## config.mk

```make
export PLATFORM = sky130hd
export DESIGN_NAME = iet_front
export DESIGN_NICKNAME = d
export VERILOG_FILES = /design/src/hw/rtl/iet_pkg.sv /design/src/hw/rtl/iet_front.sv
export SDC_FILE = /design/constraint.sdc
export NUM_CORES = 1
export LEC_CHECK = 0
export ABC_AREA = 1
export BUFFER_PORTS_ARGS = -buffer_cell sky130_fd_sc_hd__buf_2
export CORE_ASPECT_RATIO = 0.6
export CORE_MARGIN = 2
export CORE_UTILIZATION = 35
export CTS_BUF_LIST = sky130_fd_sc_hd__clkbuf_8
export CTS_CLUSTER_SIZE = 24
export DETAILED_ROUTE_END_ITERATION = 7
export GPL_TIMING_DRIVEN = 0
export REMOVE_ABC_BUFFERS = 1
export SLEW_MARGIN = 10
export SYNTH_ARGS = -nofsm -noshare
export SYNTH_HDL_FRONTEND = slang
export SYNTH_SLANG_ARGS = --single-unit
```

## constraint.sdc

```tcl
create_clock -name i_clk -period 11.8 [get_ports i_clk]
set_clock_uncertainty 0.15 [all_clocks]
set_input_delay 2.36 -clock i_clk [delete_from_list [all_inputs] [get_ports i_clk]]
set_output_delay 2.36 -clock i_clk [all_outputs]
set_load 0.05 [all_outputs]
```

## src/hw/rtl/iet_pkg.sv

```systemverilog
`default_nettype none

package iet_pkg;

    // table geometry and field widths
    localparam int TABLE_ENTRIES_DEF = 64;
    localparam int OWNER_W = 8;
    localparam int OBJECT_W = 16;
    localparam int KEY_W = OWNER_W + OBJECT_W;
    localparam int ITER_W = 32;
    localparam int THR_W = 16;
    localparam int CNT_W = 7;
    localparam int STATUS_W = 3;

    // small queue depths
    localparam int CMD_DEPTH = 2;
    localparam int RES_DEPTH = 4;

    typedef enum logic {
        KIND_MARK = 1'b0,
        KIND_SCAN = 1'b1
    } t_kind;

    typedef enum logic [STATUS_W-1:0] {
        STAT_INSERTED  = 3'd0,
        STAT_UPDATED   = 3'd1,
        STAT_UNCHANGED = 3'd2,
        STAT_FULL      = 3'd3,
        STAT_SUGGEST   = 3'd4,
        STAT_NONE      = 3'd5
    } t_status;

    typedef enum logic [2:0] {
        S_IDLE,
        S_LOOKUP,
        S_RESOLVE,
        S_MARK_RD,
        S_SCAN_RD,
        S_SCAN_EVAL,
        S_SCAN_END
    } t_state;

    // classified command handed from front to back
    typedef struct packed {
        t_kind              kind;
        logic [KEY_W-1:0]   key;
        logic [ITER_W-1:0]  iteration;
    } t_cmd;

    // one slot of the table memory
    typedef struct packed {
        logic [KEY_W-1:0]   key;
        logic [ITER_W-1:0]  last_use;
    } t_slot;

    // one result beat
    typedef struct packed {
        t_status              status;
        logic [OWNER_W-1:0]   owner;
        logic [OBJECT_W-1:0]  object;
        logic [ITER_W-1:0]    last_use;
        logic [CNT_W-1:0]     run_count;
        logic                 is_last;
    } t_result;

endpackage

`default_nettype wire

```

## src/hw/rtl/iet_front.sv

```systemverilog
`default_nettype none

module iet_front
    import iet_pkg::*;
(
    input  wire logic                 i_clk,
    input  wire logic                 i_rst_n,
    input  wire logic                 push,
    output logic                      full,
    input  wire logic                 i_kind,
    input  wire logic [OWNER_W-1:0]   i_owner_id,
    input  wire logic [OBJECT_W-1:0]  i_object_id,
    input  wire logic [ITER_W-1:0]    i_iteration,
    output logic                      o_cmd_valid,
    output t_cmd                      o_cmd,
    input  wire logic                 i_cmd_ready
);

    localparam int PTR_W = $clog2(CMD_DEPTH);
    localparam int CNT_FW = $clog2(CMD_DEPTH + 1);

    t_cmd              r_buf [CMD_DEPTH];
    logic [PTR_W-1:0]  r_wptr;
    logic [PTR_W-1:0]  r_rptr;
    logic [CNT_FW-1:0] r_cnt;
    t_cmd              cmd_in;
    logic              wr;
    logic              rd;

    // classify the incoming beat
    always_comb begin
        cmd_in.kind = t_kind'(i_kind);
        cmd_in.iteration = i_iteration;
        unique case (t_kind'(i_kind))
            KIND_MARK: cmd_in.key = {i_owner_id, i_object_id};
            KIND_SCAN: cmd_in.key = '0;
            default:   cmd_in.key = '0;
        endcase
    end

    assign full = (r_cnt == CNT_FW'(CMD_DEPTH));
    assign wr = push && !full;
    assign o_cmd_valid = (r_cnt != '0);
    assign rd = o_cmd_valid && i_cmd_ready;
    assign o_cmd = r_buf[r_rptr];

    // queue storage
    always_ff @(posedge i_clk) begin
        if (wr) begin
            r_buf[r_wptr] <= cmd_in;
        end
    end

    // queue pointers
    always_ff @(posedge i_clk) begin
        if (!i_rst_n) begin
            r_wptr <= '0;
            r_rptr <= '0;
            r_cnt <= '0;
        end else begin
            if (wr) begin
                r_wptr <= (r_wptr == PTR_W'(CMD_DEPTH - 1)) ? '0 : r_wptr + PTR_W'(1);
            end
            if (rd) begin
                r_rptr <= (r_rptr == PTR_W'(CMD_DEPTH - 1)) ? '0 : r_rptr + PTR_W'(1);
            end
            unique case ({wr, rd})
                2'b10:   r_cnt <= r_cnt + CNT_FW'(1);
                2'b01:   r_cnt <= r_cnt - CNT_FW'(1);
                default: r_cnt <= r_cnt;
            endcase
        end
    end

endmodule

`default_nettype wire

```

==> impl_results.md <==
- Status: completed
- Insertion delay to the later sink of the worst-skew pair: 0.41 ns
- Seq/Total Area, Yosys: 75.6%
- Peak supply drop: 0.000103 V
- RSZ-0062 raised after global routing: false
- CTS tree: built
- Worst-Margin Slew: 0.773 ns
- Gr usage total: 12.8%
- DRT iter0 DRCs: 80
- Clock share of power: 31.1%
- Post-route core utilization: 45.9%
- Fmax: 230 MHz
- Num ports: 120
- Number of global-route vias before repair: 2712
- Chip Width: 153 um
- Root buf cell: clkbuf_8
- Worst stage delay on the critical path: 0.49 ns
- Cts bufs inserted: 17
- Post-CTS Hold Fix Bufs: 0
- Post-Route Setup TNS: 0 ns
- Global-route wire length before repair: 13700 um
- Logic pwr share: 28.1%
- Warnings from Yosys: 0
- CP top delay family: buffers and inverters
- Reg power frac: 40.9%
- Critical Path AT: 1.83 ns
- Crit path buf inv count: 2
- Clock sinks: 119
- Clock H-tree levels: 4
- Pwr/cell area: 221 nW/um2
- GRT Residual Overflow: 0
- PortBufs: 119
- Starting Density: 36.1%
- CTS clk-pin slew, worst paths: 0.07 ns
- Slew Limit Headroom: 48.5%
- Worst EP required: 9.29 ns
- Max-Cap Viols: 0
- CTS Buffer Depth: 2
- Routed wire length: 8610 um
- Setup Viol. Count Final: 0
- Leak pwr: 2.43 nW
- Cells after Synth: 265
- Post-route DRC: 0
- Die Area: 14300 um2
- Internal Power: 0.879 mW
- Period utilisation layout: 36.8%
- WL per Instance: 14.8 um
- Initial antenna violation count: 0
- Die Height: 93.4 um
- Mapped Area: 4660 um2
- Synth cell types: 16
- Final ANT Viol Nets: 0
- Share of cells above drive strength 1: 51.3%
- WS Path Type: flop to output port
- Row Count: 32
- Pin count of the biggest net entering global routing: 58
- Switching portion of total power: 32.9%
- Setup bufs post-CTS: 0
- Layout area overhead: 27.3%
- Yosys reg bits: 119
- Vias/cell: 4.35
- Worst-path maximum fanout: 46
- HPWL Detailed: 5470 um
- Drt pass-1 iters: 4
- Min cycle time layout: 4.34 ns
- Critical-path cell list: buf_16 > mux2_2 > buf_2
- Post_cts resized: 0
- Hold Path Class: flop to flop
- Hold WS: 0.350 ns
- Sw power: 0.431 mW
- Ant. Diodes: 0
- Count of final hold-check violations: 0
- Slew Limit Fails: 0
- CP Launch Type: flop
- CP max stage cell: dfxtp_4
- Mapped Avg Cell Area: 17.6 um2
- Setup crit end kind: output port
- Via Count: 2527
- Final nets: 460
- GPL Wtd Cong: 0.717
- # fillers: 1155
- Core area: 12900 um2
placed cells by master, fill, tap and decap left out:
cell type and count:
dfxtp_4 1, nand3_1 1, o21a_1 1, mux2_4 30
clkinv_1 2, ha_1 1, o21ai_0 1, mux2_2 27
a21oi_1 1, nor2_4 1, buf_12 2, buf_2 119
dfxtp_1 4, inv_1 31, clkinv_2 3, clkbuf_8 17
nand2_1 8, edfxtp_1 114, nor2_1 35, buf_16 1
nand4_1 1, clkinvlp_4 1, bufinv_16 5, inv_4 1
clkinv_4 3
sequential cells by signal, indices dropped and copies added, names as in the netlist, named ones only:
signal / cells
r_rptr: 1
r_wptr: 1
r_buf: 114
r_cnt: 2
cell families after synthesis:
family / synth area share, %
AOI/OAI and AO/OA: 0.375
buffers and inverters: 3.84
adders and majority gates: 0.268
DFF: 75.6
muxes: 16.2
and+or+nand+nor: 3.78
cell usage after synthesis (all sizes together):
library cell	count	area [um2]
ha	1	12.5
mux2	57	754
inv	31	116
dfxtp	5	100
o21a	1	7.51
clkbuf	2	7.51
nand4	1	6.26
nand2	8	30.0
nor2	36	135
nand3	1	5.00
o21ai	1	5.00
a21oi	1	5.00
edfxtp	114	3420
buf	6	55.1
power by group through the flow:
stage,Combinational [mW],Clock (mW),Sequential (mW)
2_1_floorplan,0.280,0,0.553
3_3_place_gp,0.350,0,0.563
3_5_place_dp,0.371,0,0.545
4_1_cts,0.372,0.420,0.536
5_1_grt,0.388,0.438,0.540
6_report,0.368,0.407,0.535
final cells by class:
cell class                      count  area (um2)  area share [%]
Multi-Input combinational cell    107         968            16.3
Sequential cell                   119        3530            59.4
Clock buffer                       17         234            3.94
Clock inverter                     15         210            3.54
Timing Repair Buffer              122         663            11.2
Inverter                           31         119            2.00
Tap cell                          170         213            3.58
through the flow:
step	setup WS [ns]	power, mW	std cells	cell area, um2
CTS	7.41	1.33	581	5930
detailed placement	7.87	0.916	549	5490
finish	7.46	1.31	581	5930
global route	7.36	1.37	581	5930
global placement	4.61	0.913	546	5410
floorplan	6.18	0.832	257	4600
layer usage:
layer  GRT usage, %  part of all wire, %  routed length (um)
met1           16.0                   47                4080
met2           19.7                   44                3800
met3           5.75                  7.4                 640
met4           4.86                  1.0                  86
met5              0                    0                   0
worst reg2reg max path: cells and delay by family, from the launching register on:
kind / cells / cell delay [ns]
buffers and inverters: 1 / 0.58
and+or+nand+nor: 3 / 0.38
DFF: 1 / 0.40
worst paths after layout:
kind	start	endpoint	slack (ns)	cells after the start
setup / recovery	flop	o_cmd[55]	7.46	3
hold reg to reg	r_rptr	flop	0.35	2
setup reg to reg	r_cnt[0]	r_buf[1][4]	9.89	4
hold / removal	r_rptr	flop	0.35	2
Power figures use the tool's default switching activity.
