$ cat config.mk
export PLATFORM = sky130hd
export DESIGN_NAME = iet_result_fifo
export DESIGN_NICKNAME = d
export VERILOG_FILES = /design/src/hw/rtl/iet_pkg.sv /design/src/hw/rtl/iet_result_fifo.sv
export SDC_FILE = /design/constraint.sdc
export NUM_CORES = 1
export LEC_CHECK = 0
export ABC_AREA = 1
export ABC_CLOCK_PERIOD_IN_PS = 5100
export BUFFER_PORTS_ARGS = -buffer_cell sky130_fd_sc_hd__buf_2
export CELL_PAD_IN_SITES_DETAIL_PLACEMENT = 1
export CELL_PAD_IN_SITES_GLOBAL_PLACEMENT = 2
export CORE_ASPECT_RATIO = 1.1
export CORE_MARGIN = 2
export CORE_UTILIZATION = 40
export DETAILED_ROUTE_END_ITERATION = 12
export GPL_TIMING_DRIVEN = 1
export PLACE_DENSITY = 0.75
export SLEW_MARGIN = 20
export SYNTH_ARGS = -nofsm -noshare
export SYNTH_HDL_FRONTEND = slang
export SYNTH_SLANG_ARGS = --single-unit
$ cat constraint.sdc
create_clock -name i_clk -period 5.1 [get_ports i_clk]
set_input_delay 0.255 -clock i_clk [delete_from_list [all_inputs] [get_ports i_clk]]
set_output_delay 0.255 -clock i_clk [all_outputs]
set_load 0.02 [all_outputs]
$ cat src/hw/rtl/iet_pkg.sv
`default_nettype none

package iet_pkg;

    // table geometry and field widths
    localparam int TABLE_ENTRIES_DEF = 64;
    localparam int OWNER_W = 8;
    localparam int OBJECT_W = 16;
    localparam int KEY_W = OWNER_W + OBJECT_W;
    localparam int ITER_W = 32;
    localparam int THR_W = 16;
    localparam int CNT_W = 7;
    localparam int STATUS_W = 3;

    // small queue depths
    localparam int CMD_DEPTH = 2;
    localparam int RES_DEPTH = 4;

    typedef enum logic {
        KIND_MARK = 1'b0,
        KIND_SCAN = 1'b1
    } t_kind;

    typedef enum logic [STATUS_W-1:0] {
        STAT_INSERTED  = 3'd0,
        STAT_UPDATED   = 3'd1,
        STAT_UNCHANGED = 3'd2,
        STAT_FULL      = 3'd3,
        STAT_SUGGEST   = 3'd4,
        STAT_NONE      = 3'd5
    } t_status;

    typedef enum logic [2:0] {
        S_IDLE,
        S_LOOKUP,
        S_RESOLVE,
        S_MARK_RD,
        S_SCAN_RD,
        S_SCAN_EVAL,
        S_SCAN_END
    } t_state;

    // classified command handed from front to back
    typedef struct packed {
        t_kind              kind;
        logic [KEY_W-1:0]   key;
        logic [ITER_W-1:0]  iteration;
    } t_cmd;

    // one slot of the table memory
    typedef struct packed {
        logic [KEY_W-1:0]   key;
        logic [ITER_W-1:0]  last_use;
    } t_slot;

    // one result beat
    typedef struct packed {
        t_status              status;
        logic [OWNER_W-1:0]   owner;
        logic [OBJECT_W-1:0]  object;
        logic [ITER_W-1:0]    last_use;
        logic [CNT_W-1:0]     run_count;
        logic                 is_last;
    } t_result;

endpackage

`default_nettype wire

$ cat src/hw/rtl/iet_result_fifo.sv
`default_nettype none

module iet_result_fifo
    import iet_pkg::*;
(
    input  wire logic     i_clk,
    input  wire logic     i_rst_n,
    input  wire logic     i_push,
    input  wire t_result  i_data,
    output logic          o_full,
    output logic          empty,
    input  wire logic     pop,
    output t_result       o_data
);

    localparam int PTR_W = $clog2(RES_DEPTH);
    localparam int CNT_FW = $clog2(RES_DEPTH + 1);

    t_result           r_buf [RES_DEPTH];
    logic [PTR_W-1:0]  r_wptr;
    logic [PTR_W-1:0]  r_rptr;
    logic [CNT_FW-1:0] r_cnt;
    logic              wr;
    logic              rd;

    assign o_full = (r_cnt == CNT_FW'(RES_DEPTH));
    assign empty = (r_cnt == '0);
    assign wr = i_push && !o_full;
    assign rd = pop && !empty;
    assign o_data = r_buf[r_rptr];

    // result storage
    always_ff @(posedge i_clk) begin
        if (wr) begin
            r_buf[r_wptr] <= i_data;
        end
    end

    // pointers and fill level
    always_ff @(posedge i_clk) begin
        if (!i_rst_n) begin
            r_wptr <= '0;
            r_rptr <= '0;
            r_cnt <= '0;
        end else begin
            if (wr) begin
                r_wptr <= (r_wptr == PTR_W'(RES_DEPTH - 1)) ? '0 : r_wptr + PTR_W'(1);
            end
            if (rd) begin
                r_rptr <= (r_rptr == PTR_W'(RES_DEPTH - 1)) ? '0 : r_rptr + PTR_W'(1);
            end
            unique case ({wr, rd})
                2'b10:   r_cnt <= r_cnt + CNT_FW'(1);
                2'b01:   r_cnt <= r_cnt - CNT_FW'(1);
                default: r_cnt <= r_cnt;
            endcase
        end
    end

endmodule

`default_nettype wire

==> results.md <==
* Die area at between 0.02 and 0.03 mm^2
* Initial drt markers at 493
* Via density at ~5
* Relative slew slack at 0.293
* Yosys top cell area share at 0.771
* Cell leakage power at ~0.0046 uW
* Outcome: finished, final reports clean
* Area of the multi-input gates at 0.00188 mm^2
* Post-route DRC at 0
* Die Y-Extent at approximately 170 um
* Final Setup Violations at 0
* R2r setup slk at 2490 ps
* Pint at 4530 uW
* Synth Warn # at 0
* Total track usage at 0.188
* Wire per inst at about 20 um
* Psw at ~2300 uW
* Number of global-route vias before repair at about 7000
* Finished Layout Cells at between 1000 and 1500
* Initial DRT Pass Iterations at 5
* RSZ-0062 raised after global routing: no
* Min-delay worst type: primary input to register
* First-pass GRT wire length at around 40 mm
* Critical path required time at ~4900 ps
* Seq/Total Area, Yosys at 0.788
* WS Path Type: register to output port
* Layout fillers at 2655
* Buffers on Ports at ~140
* GPL Wtd Cong at a little over 0.7
* Die width at 158 um
* Sw Share at 0.340
* CP max FO at between 100 and 150
* Reg2Reg Depth at 5
* Site row count at a little over 60
* Syn Std Cell Area at between 0.01 and 0.015 mm^2
* Fin area at ~0.013 mm^2
* Core Box Area at 0.0259 mm^2
* Synth area leaders: edfxtp_1, o21ai_0, nor2_1, o22ai_1, dfxtp_1
* Starting Density at 0.403
* CTS max path bufs at 3
* Share of layout cells above drive strength 1 at 0.210
* Pin count of the biggest net entering global routing at about 140
* Register Area at slightly above 0.008 mm^2
* WP buf/inv at 2
* CTS clk-pin slew, worst paths at 60 ps
* Worst slew pin tran at 1060 ps
* Cell taking the most area after synthesis: edfxtp_1
* Mapped Cells at 719
* Total CTS buffers at 28
* Critical path's largest stage delay at ~890 ps
* Peak supply drop at 276 uV
* CP max stage cell: buf_4
* Part of the cycle the worst path needs at 0.623
* Endpoint with the worst hold slack: r_cnt[2]$_SDFFE_PN0P_
* Dominant synthesized flop cell: edfxtp_1
* Layout Skew at 9.23 ps
* Max H-tree Level at 1
* Resized Gates After CTS at 0
* Post-Place Cells at around 1200
* Max-cap violations at 0
* #FFs+latches synth at about 280
* FMAX at around 310 MHz
* Fin nets at 997
* Most frequent cell after synthesis: edfxtp_1
* CTS tree: built
* P&R area growth vs syn at 24.4%
* Placed Area at between 0.01 and 0.015 mm^2
* Worst-skew pair later-pin latency at 540 ps
* Total global routing overflow at 0
* Worst reg2reg startpoint: r_cnt[1]$_SDFFE_PN0P_
* Hold Fails Final Rpt at 0
* CP top delay family: buffers and inverters
* Min cycle time layout at 3180 ps
* Post-Route WL at approximately 26 mm
* Sequential share of power at 0.412
* Clock root buffer: clkbuf_16
* Max Slew Vio Count at 0
* Initial antenna violation count at 2
* Io pins at 140
* Post-synth cell types at 23
* Syn_area_per_cell at around 15 um^2
* Via Count at ~6700
* Power density of the placed cells at 528 mW/mm^2
* Syn Nets at about 800
* Clk network pwr share at 0.303
* Worst R2R End: r_buf[2][7]$_DFFE_PP_
* Power share of the combinational group at 0.285
* Critical Path Source Type: register
* Final setup TNS at 0 ps
* Number of enable flip-flop cells after synthesis at 268
* Endpoint class of the critical path: output port
* Post-route ant nets at 0
* Min-delay src: i_rst_n
* CP arrival at approximately 2900 ps
* Cell Chain, Critical Path: buf_4 > o21ai_0 > o22ai_1 > buf_2
* Clock sink count at between 200 and 300
* Most frequent cells after synthesis: edfxtp_1, nor2_1, o21ai_0, o22ai_1, inv_1
* Synth async-reset ratio at 0
* Worst hold stages at 3
* Dpl hpwl at about 14 mm
## registers in the layout, indices dropped and copies added, names as in the netlist, named ones only
name and flops:
r_wptr 2, r_cnt 3, r_buf 268, r_rptr 2
## worst min-delay path: stages
cell and delay [ps]:
buf_2 150, nand2_1 80, nor2_1 30
## metrics by stage
step           hold WS (ps)   util  setup WS, ps  power (uW)
2_1_floorplan           354      -          1230        4140
3_3_place_gp            464  0.439          2280        4740
3_5_place_dp            473  0.439          2430        4810
4_1_cts                2.78  0.501          1820        6920
5_1_grt                24.6  0.501          1650        7190
6_report               28.9  0.501          1920        6860
## per-layer routing
layer  wire length (um)  global-route usage  share of wire
met1              11500               0.252           0.44
met2              12800               0.321           0.49
met3               1170              0.0280          0.045
met4                472              0.0503          0.018
met5                  0                   0              0
## placed cells by master, fill, tap and decap left out, types with 2 or more instances in the layout
master,n
clkbuf_1,4
bufinv_16,4
a21oi_1,3
o22ai_1,67
diode_2,2
ha_1,6
clkinv_1,5
edfxtp_1,268
nor2_4,4
buf_4,7
inv_1,17
buf_2,139
o21ai_1,3
nor2_1,145
dfxtp_1,7
clkbuf_16,29
dlygate4sd3_1,67
o21ai_0,133
nand2_1,14
clkinvlp_4,2
clkinv_2,7
## worst max path at each step
stage | start | endpoint | slack (ps) | cells after the start
finish | register | o_data[66] | 1920 | 4
global route | register | o_data[66] | 1650 | 4
CTS | register | o_data[66] | 1820 | 4
detailed placement | register | o_data[66] | 2430 | 4
global placement | register | o_data[51] | 2280 | 5
floorplan | r_cnt[1]$_SDFFE_PN0P_ | r_buf[0][0]$_DFFE_PP_ | 1230 | 4
## power by group through the flow
stage	sequential (uW)	combinational, uW	clock (uW)
3_3_place_gp	2860	1880	0
2_1_floorplan	2840	1300	0
5_1_grt	2840	2140	2210
4_1_cts	2830	1980	2120
3_5_place_dp	2870	1930	0
6_report	2820	1960	2080
## repair_timing
| item | in CTS | in global routing |
|---|---|---|
| hold buffers | 67 | 0 |
| hold endpoints to repair | 268 | 0 |
| buffers inserted | 0 | 0 |
## layout make-up
type | count | area share
multi-input combinational | 380 | 0.145
sequential | 277 | 0.634
inverter | 19 | 0.00607
clock buffer | 33 | 0.0571
antenna | 2 | 0.000386
tap | 352 | 0.0339
clock inverter | 18 | 0.0146
timing repair buffer | 213 | 0.109
## kinds of logic after synthesis
| family | synth area share |
|---|---|
| buffers and inverters | 0.0346 |
| AOI/OAI and AO/OA | 0.107 |
| DFF | 0.788 |
| adders and majority gates | 0.00911 |
| and+or+nand+nor | 0.0610 |
Power figures use the tool's default switching activity.
